File: src/hw/rtl/mci_pkg.sv
// Shared codes and result word type for the match-characters block.
package mci_pkg;

  typedef enum logic [1:0] {
    KIND_START = 2'd0,
    KIND_BYTE  = 2'd1,
    KIND_FAULT = 2'd2
  } in_kind_t;

  typedef enum logic [1:0] {
    RES_READ  = 2'd0,
    RES_DONE  = 2'd1,
    RES_ABORT = 2'd2
  } res_kind_t;

  typedef struct packed {
    logic [1:0]  kind;
    logic [31:0] addr;
    logic [15:0] r0;
    logic [31:0] r1;
    logic [15:0] r2;
    logic [31:0] r3;
    logic        zf;
  } res_t;

endpackage

File: src/hw/rtl/match_characters_instruction.sv
// Match-characters sequencer: substring search driven by byte-wide memory reads.
// Each accepted word's result (if any) is registered in the output stage.
// Throughput: one input word per cycle; a two-entry output stage keeps input
//   ready while one result waits to be taken, so only a full skid stalls input.
// Reset (rst, synchronous): sequencer returns to idle, output stage empties.
module match_characters_instruction
  import mci_pkg::*;
(
  input  logic        clk,
  input  logic        rst,
  input  logic        in_valid,
  output logic        in_ready,
  input  logic [1:0]  kind,
  input  logic [15:0] object_length,
  input  logic [31:0] object_address,
  input  logic [15:0] source_length,
  input  logic [31:0] source_address,
  input  logic [7:0]  data_byte,
  output logic        out_valid,
  input  logic        out_ready,
  output logic [1:0]  result_kind,
  output logic [31:0] read_address,
  output logic [15:0] object_left,
  output logic [31:0] object_pointer_out,
  output logic [15:0] source_left,
  output logic [31:0] source_pointer_out,
  output logic        zero_flag
);

  typedef enum logic [1:0] {
    PH_IDLE,
    PH_OBJ,
    PH_SRC
  } phase_t;

  // Search state. The attempt registers remember where the current try
  // started in the source, so a mismatch restarts one byte past it.
  // src_end (source address + length) is invariant over the search and
  // gives the final R3 when the object is not found.
  phase_t      phase, phase_next;
  logic [15:0] obj_rem, obj_rem_next;
  logic [31:0] obj_cur, obj_cur_next;
  logic [15:0] src_rem, src_rem_next;
  logic [31:0] src_cur, src_cur_next;
  logic [15:0] obj_total, obj_total_next;
  logic [31:0] obj_base, obj_base_next;
  logic [15:0] att_rem, att_rem_next;
  logic [31:0] att_cur, att_cur_next;
  logic [31:0] src_end, src_end_next;
  logic [7:0]  held, held_next;

  // Candidate registers before the continue/finish decision.
  logic [15:0] c_or, c_sr;
  logic [31:0] c_oc, c_sc, c_end;
  logic        do_adv;
  logic        go_on;
  logic        not_found;

  logic        fire;
  logic        push;
  res_t        res;
  res_t        out_data;

  assign fire = in_valid && in_ready;

  always_comb begin
    phase_next     = phase;
    obj_rem_next   = obj_rem;
    obj_cur_next   = obj_cur;
    src_rem_next   = src_rem;
    src_cur_next   = src_cur;
    obj_total_next = obj_total;
    obj_base_next  = obj_base;
    att_rem_next   = att_rem;
    att_cur_next   = att_cur;
    src_end_next   = src_end;
    held_next      = held;
    c_or           = obj_rem;
    c_oc           = obj_cur;
    c_sr           = src_rem;
    c_sc           = src_cur;
    c_end          = src_end;
    do_adv         = 1'b0;
    push           = 1'b0;
    res            = '0;

    if (fire) begin
      case (kind)
        KIND_START: begin
          // Load a new instruction; drop any running search.
          c_or           = object_length;
          c_oc           = object_address;
          c_sr           = source_length;
          c_sc           = source_address;
          c_end          = source_address + {16'h0000, source_length};
          obj_total_next = object_length;
          obj_base_next  = object_address;
          att_rem_next   = source_length;
          att_cur_next   = source_address;
          src_end_next   = c_end;
          do_adv         = 1'b1;
        end
        KIND_BYTE: begin
          unique case (phase)
            PH_OBJ: begin
              // Hold the object byte, fetch the source byte.
              held_next  = data_byte;
              phase_next = PH_SRC;
              push       = 1'b1;
              res.kind   = RES_READ;
              res.addr   = src_cur;
            end
            PH_SRC: begin
              if (held == data_byte) begin
                // Advance both strings.
                c_or = obj_rem - 16'd1;
                c_oc = obj_cur + 32'd1;
                c_sr = src_rem - 16'd1;
                c_sc = src_cur + 32'd1;
              end else begin
                // Rewind the object, restart one source byte past the attempt.
                c_or         = obj_total;
                c_oc         = obj_base;
                c_sr         = att_rem - 16'd1;
                c_sc         = att_cur + 32'd1;
                att_rem_next = c_sr;
                att_cur_next = c_sc;
              end
              do_adv = 1'b1;
            end
            default: ;  // idle: drop stray bytes
          endcase
        end
        KIND_FAULT: begin
          if (phase != PH_IDLE) begin
            phase_next = PH_IDLE;
            push       = 1'b1;
            res.kind   = RES_ABORT;
          end
        end
        default: ;  // unused code: drop
      endcase
    end

    go_on     = (c_or != 16'd0) && (c_sr >= c_or);
    not_found = c_sr < c_or;

    if (do_adv) begin
      push         = 1'b1;
      obj_rem_next = c_or;
      obj_cur_next = c_oc;
      src_rem_next = c_sr;
      src_cur_next = c_sc;
      if (go_on) begin
        phase_next = PH_OBJ;
        res.kind   = RES_READ;
        res.addr   = c_oc;
      end else begin
        phase_next = PH_IDLE;
        if (not_found) begin
          // Skip the rest of the source.
          src_rem_next = 16'd0;
          src_cur_next = c_end;
        end
        res.kind = RES_DONE;
        res.r0   = c_or;
        res.r1   = c_oc;
        res.r2   = src_rem_next;
        res.r3   = src_cur_next;
        res.zf   = (c_or == 16'd0);
      end
    end
  end

  always_ff @(posedge clk) begin
    if (rst) begin
      phase <= PH_IDLE;
    end else begin
      phase <= phase_next;
    end
    obj_rem   <= obj_rem_next;
    obj_cur   <= obj_cur_next;
    src_rem   <= src_rem_next;
    src_cur   <= src_cur_next;
    obj_total <= obj_total_next;
    obj_base  <= obj_base_next;
    att_rem   <= att_rem_next;
    att_cur   <= att_cur_next;
    src_end   <= src_end_next;
    held      <= held_next;
  end

  mci_out_buf u_out_buf (
    .clk       (clk),
    .rst       (rst),
    .push      (push),
    .push_data (res),
    .can_push  (in_ready),
    .out_valid (out_valid),
    .out_ready (out_ready),
    .out_data  (out_data)
  );

  assign result_kind        = out_data.kind;
  assign read_address       = out_data.addr;
  assign object_left        = out_data.r0;
  assign object_pointer_out = out_data.r1;
  assign source_left        = out_data.r2;
  assign source_pointer_out = out_data.r3;
  assign zero_flag          = out_data.zf;

endmodule

File: src/hw/rtl/mci_out_buf.sv
// Two-entry output stage (result register plus skid register).
module mci_out_buf
  import mci_pkg::*;
(
  input  logic clk,
  input  logic rst,
  input  logic push,
  input  res_t push_data,
  output logic can_push,
  output logic out_valid,
  input  logic out_ready,
  output res_t out_data
);

  logic main_valid;
  logic skid_valid;
  res_t main_data;
  res_t skid_data;
  logic pop;

  assign pop       = main_valid && out_ready;
  assign can_push  = !skid_valid;
  assign out_valid = main_valid;
  assign out_data  = main_data;

  always_ff @(posedge clk) begin
    if (rst) begin
      main_valid <= 1'b0;
      skid_valid <= 1'b0;
    end else if (skid_valid) begin
      if (pop) begin
        main_data  <= skid_data;
        skid_valid <= 1'b0;
      end
    end else if (push) begin
      if (!main_valid || pop) begin
        main_data  <= push_data;
        main_valid <= 1'b1;
      end else begin
        skid_data  <= push_data;
        skid_valid <= 1'b1;
      end
    end else if (pop) begin
      main_valid <= 1'b0;
    end
  end

endmodule

File: config.mk
export PLATFORM = sky130hd
export DESIGN_NAME = match_characters_instruction
export DESIGN_NICKNAME = d
export VERILOG_FILES = /design/src/hw/rtl/mci_pkg.sv /design/src/hw/rtl/match_characters_instruction.sv /design/src/hw/rtl/mci_out_buf.sv
export SDC_FILE = /design/constraint.sdc
export NUM_CORES = 1
export LEC_CHECK = 0
export BUFFER_PORTS_ARGS = -buffer_cell sky130_fd_sc_hd__buf_2
export CAP_MARGIN = 25
export CORE_MARGIN = 1.5
export CORE_UTILIZATION = 45
export CTS_CLUSTER_SIZE = 14
export DETAILED_ROUTE_END_ITERATION = 10
export GPL_TIMING_DRIVEN = 0
export PLACE_DENSITY_LB_ADDON = 0.05
export SLEW_MARGIN = 10
export SYNTH_ARGS = -nofsm -noshare
export SYNTH_HDL_FRONTEND = slang
export SYNTH_SLANG_ARGS = --single-unit
File: constraint.sdc
create_clock -name clk -period 63.4 [get_ports clk]
set_input_delay 6.34 -clock clk [delete_from_list [all_inputs] [get_ports clk]]
set_output_delay 6.34 -clock clk [all_outputs]
set_load 0.02 [all_outputs]
After elaboration in Yosys (flattened, before gate mapping)
Index checks and enable logic that the tools add are counted.
W data, S select, Z words.
{ "totals": {"reg_bits": 498, "word_cells": 135} }
{ "op_classes": {"reduce_logical": 23, "n_lt_le_gt_ge": 2, "mux": 62, "add_sub_neg": 7, "eq_ne": 11, "n_bitwise": 3} }
{ "op_table": {"columns": ["cell", "count"], "rows": [
  ["$mux W131", 5],
  ["$mux W32", 15],
  ["$pmux W32 S2", 3],
  ["$mux W16", 10],
  ["$mux W97", 1],
  ["$add A32 B1 Y32 const B", 3],
  ["$pmux W16 S2", 3],
  ["$sub A16 B1 Y16 const B", 3],
  ["$mux W34", 1],
  ["$add A32 B16 Y32", 1],
  ["$ge A16 B16 Y1", 1],
  ["$logic_not A16 Y1", 1],
  ["$lt A16 B16 Y1", 1],
  ["$reduce_and A4 Y1", 4],
  ["$reduce_bool A16 Y1", 1],
  ["$mux W1", 15],
  ["$reduce_bool A2 Y1", 6],
  ["$mux W2", 5],
  ["$eq A8 B8 Y1", 1],
  ["$pmux W2 S2", 2],
  ["$reduce_and A3 Y1", 2],
  ["$eq A2 B1 Y1 const B", 2],
  ["$eq A2 B2 Y1 const B", 2],
  ["$ne A2 B1 Y1 const B", 2],
  ["other kinds (11)", 18]
]} }

Depth between registers and ports, before layout
{ "depth": {"ltp_word": 12, "ltp_mapped": 25, "ltp_nobuf": 20} }

Hierarchy
From an unflattened synthesis, not the netlist that was laid out.
{ "hier_totals": {"cells_unflattened": 2355, "area_unflattened_um2": 26275.2} }
{ "by_module_without_submodules": {"columns": ["module", "cells_each", "area_each_um2", "instances", "seq_area_each_um2"], "rows": [
  ["match_characters_instruction", 1934, 16699.8, 1, 6686.4],
  ["mci_out_buf", 421, 9575.4, 1, 7907.6]
]} }

Worst setup path before layout
No wires, ideal clock.
{ "synth_timing": {"kind": "in2reg", "from": "in kind[0]", "to": "reg u_out_buf.skid_data[0] (netlist name) (enable)", "path_stages": 12, "arrival_ps": 24460, "slack_ps": 37951, "cell_sequence": "inv_1 -> ha_1 -> clkbuf_1 -> nand2_1 -> inv_1 -> clkbuf_1 -> buf_1 -> nor2_1 -> inv_1 -> clkbuf_1 -> a31oi_1 -> nor4b_1"} }
{ "synth_via": {"elab_chain_len": 5} }
{ "synth_rtl": {"columns": ["element", "line", "text"], "rows": [
  ["from (decl)", "match_characters_instruction.sv:13", "input logic [1:0] kind,"],
  ["$eq A2 B1 Y1 / $logic_not A2 Y1 (equally long branches)", "match_characters_instruction.sv:88", "case (kind)"],
  ["$pmux W1 S2 (*)", "match_characters_instruction.sv:88", null],
  ["$mux W1 (*)", "match_characters_instruction.sv:87", "if (fire) begin"],
  ["named net do_adv", "match_characters_instruction.sv:55", "logic do_adv;"],
  ["$mux W1 (*)", "match_characters_instruction.sv:148", "if (do_adv) begin"],
  ["$reduce_and A4 Y1 (no line) (*)", null, null],
  ["to (signal assigned)", "mci_out_buf.sv:40", "skid_data <= push_data;"],
  ["to (decl)", "mci_out_buf.sv:18", "res_t skid_data;"]
]} }
The timed path passes the listed nets; every way through them passes the cells marked *.
A chain may end at the register's enable or synchronous reset.

==> impl_metrics.toml <==
[floorplan]
num_rows = 88
core-area_um2 = 57700
die_w_um = 244
io_pins = 243
dieHeight_um = 244
dieArea_um2 = 59700
start_util = 0.455

[synthesis]
synth-main-ff-cell = "edfxtp_1"
postSynthCellCount = 2465
synth.yosys.seq_area_share = 0.556
yosys-top-cells-count = "edfxtp_1, nand2_1, nor2_1"
avgSynthCellArea_um2 = 10.6
synth_fp_nets = 2617
synth_area_um2 = 26200
synth_edf_count = 462
synth_cell_types = 86
yosysWarnings = 0
synth_largest_area_cell = "edfxtp_1"
ys_async_sr_fraction = 0
yosysMostFrequentCell = "edfxtp_1"
ys_seq_elements = 498
yosysTopAreaCellShare = 0.529
synthTopCellsByArea = "edfxtp_1, nand2_1, o21ai_0"

[critical_path]
critPathCaptureType = "register"
path_class = "primary input to register"
required_ns = 63.77
worstPathArrival_ns = 14.51
crit_fanout = 10
critPathLaunchType = "primary input"

[power_and_ir_drop]
leakagePower_nw = 11.4
power.density_cell_area_nw_per_um2 = 27.1
max-vdd-ir-drop_mv = 0.0237

[drt]
dr.pass1.iters = 7
drt_iter0_drc = 2937
postRouteAntennaNets = 0
routed_wl_um = 110000
drc = 0
wire_per_inst_um = 30.1
vias_per_cell = 6.35
vias = 23086

[sta]
slew_headroom = 0.190
fmax_mhz = 70.7
worst_pin_slew_ns = 1.21
finalCritPeriodShare = 0.223
finalSetupViolations = 0
finalWorstPathRequiredPeriod_ns = 14.14
final_max_slew_viol_count = 0
fin_ws_ns = 49.26
setup_tns_ns = 0
final-hold-violation-count = 0
rsz0062_at_grt = "no"
fin_skew_ns = 0.0419

[finish]
fillers = 5280
area_growth_syn_to_layout_pct = 18.0
drive_gt1_frac = 0.162
nets = 2973

[cts]
clkTransAtPathRegs_ns = 0.06
cts_setup_buffers = 0
insertion_delay_ns = 0.65
cts.sinks = 498
cts_tree = "done"
cts_root_buf = "clkbuf_16"
cts_buffers = 55
cts_hold_buffers = 0
clockBufferDepth = 3
ctsResizeCount = 0
h-tree-depth = 2

[placed_design]
pre_cts_slack_ns = 48.81
place.gp.congestion = 0.964
io_buffer_count = 242
post-dp-hpwl_um = 83300

[run_status]
status = "finished, final reports clean"

[global_route]
grt_antenna_before_repair = 10
grt_max_degree = 50
grt_overflow = 0
grt_pass1_wl_um = 154000
grt_use_total = 0.361
grt_pass1_vias = 21787

[worst_hold_path]
hp-class = "register to register"

[flow_run]
max_cap_viol_count = 0
cells by family after synthesis:
kind of cell               Yosys count  share of synthesized area
and+or+nand+nor                    840                      0.153
AOI/OAI and AO/OA                  672                      0.172
DFF                                498                      0.556
buffers and inverters              249                     0.0375
xor gates and xnor gates           109                     0.0364
muxes                               55                     0.0241
adders and majority gates           42                     0.0203
state kept, by name (all words and copies together), names as in the netlist, 2 cells and up:
| signal | count |
|---|---|
| u_out_buf.skid_data | 131 |
| held | 8 |
| src_end | 32 |
| obj_total | 16 |
| src_cur | 32 |
| obj_rem | 16 |
| obj_base | 32 |
| u_out_buf.out_data | 131 |
| obj_cur | 32 |
| att_rem | 16 |
| att_cur | 32 |
| src_rem | 16 |
| phase | 2 |
critical path, stage by stage:
cell      delay, ns
buf_2          0.12
xnor2_1        0.20
nand4_1        0.50
nor2_1         0.35
clkbuf_1       0.71
buf_1          0.72
clkbuf_2       0.68
nand2_1        0.11
o21ai_0        0.20
a21oi_1        0.09
a221oi_1       0.68
inv_1          0.11
ha_1           0.33
nand4_1        0.17
a211oi_1       0.23
o41ai_1        0.13
nand3_1        0.14
and2_1         0.14
clkbuf_1       0.39
nor2_1         0.31
o21ai_2        0.45
clkbuf_1       0.63
clkbuf_1       0.66
nor2_1         0.09
path summary, 6_finish.rpt:
path                                          from                                 to  slack [ns]  depth (start not counted)
worst max register to register   held[0]$_DFFE_PP_  u_out_buf.skid_data[91]$_DFFE_PP_       54.71                         23
worst max-delay path                  data_byte[0]  u_out_buf.skid_data[91]$_DFFE_PP_       49.26                         24
worst min-delay path            src_end[7]$_DFF_P_                 src_end[7]$_DFF_P_        0.48                          2
worst min register to register  src_end[7]$_DFF_P_                 src_end[7]$_DFF_P_        0.48                          2
where the power goes:
part	switching, mW	total, mW	internal [mW]	leakage (nW)
sequential	0.00841	0.383	0.375	4.47
combinational	0.0810	0.118	0.0367	6.05
clock	0.143	0.337	0.193	0.910
cells in the final DEF, fill, tap and decap left out, types with 20 or more instances in the layout:
| cell type | count |
|---|---|
| mux2i_1 | 26 |
| a22oi_1 | 39 |
| xor2_1 | 43 |
| a221o_1 | 35 |
| a22o_1 | 38 |
| and3_1 | 26 |
| a21o_1 | 48 |
| a21oi_1 | 146 |
| nand3_1 | 76 |
| o21ai_0 | 178 |
| and2_1 | 40 |
| a211oi_1 | 20 |
| nor3_1 | 52 |
| nor4_1 | 21 |
| ha_1 | 41 |
| dfxtp_1 | 36 |
| nor2_1 | 229 |
| edfxtp_1 | 462 |
| o211ai_1 | 27 |
| nand2_1 | 252 |
| clkbuf_1 | 128 |
| nand4_1 | 48 |
| inv_1 | 96 |
| clkbuf_16 | 55 |
| buf_4 | 29 |
| buf_2 | 257 |
| xnor2_1 | 66 |
final cells by class:
| type | count | area [um^2] | area share |
|---|---|---|---|
| diodes | 3 | 7.51 | 0.000243 |
| plain buffers | 152 | 628 | 0.0203 |
| clock buffers | 72 | 1470 | 0.0475 |
| clock inverters | 32 | 390 | 0.0126 |
| inverters | 97 | 364 | 0.0118 |
| multi-input cells | 1718 | 10700 | 0.346 |
| flip-flops and latches | 498 | 14600 | 0.471 |
| well taps | 765 | 957 | 0.0309 |
| repair buffers | 299 | 1840 | 0.0594 |
metrics by stage:
stage | hold WS, ns | util | cell area, um^2 | instances | total power, mW
floorplan | 0.426 | - | 26200 | 2465 | 0.454
global placement | 0.442 | 0.492 | 28400 | 3472 | 0.502
detailed placement | 0.452 | 0.504 | 29100 | 3524 | 0.503
CTS | 0.466 | 0.536 | 30900 | 3628 | 0.836
global route | 0.503 | 0.536 | 31000 | 3634 | 0.860
finish | 0.476 | 0.537 | 31000 | 3636 | 0.837
metal layers:
layer / GRT usage / up-vias / wire (um)
met5: 0 / - / 41
met2: 0.536 / 1443 / 46700
met1: 0.502 / 11315 / 45000
met3: 0.0746 / 286 / 11800
li1: - / 10036 / -
met4: 0.179 / 6 / 6060
(Power assumes the default switching activity.)
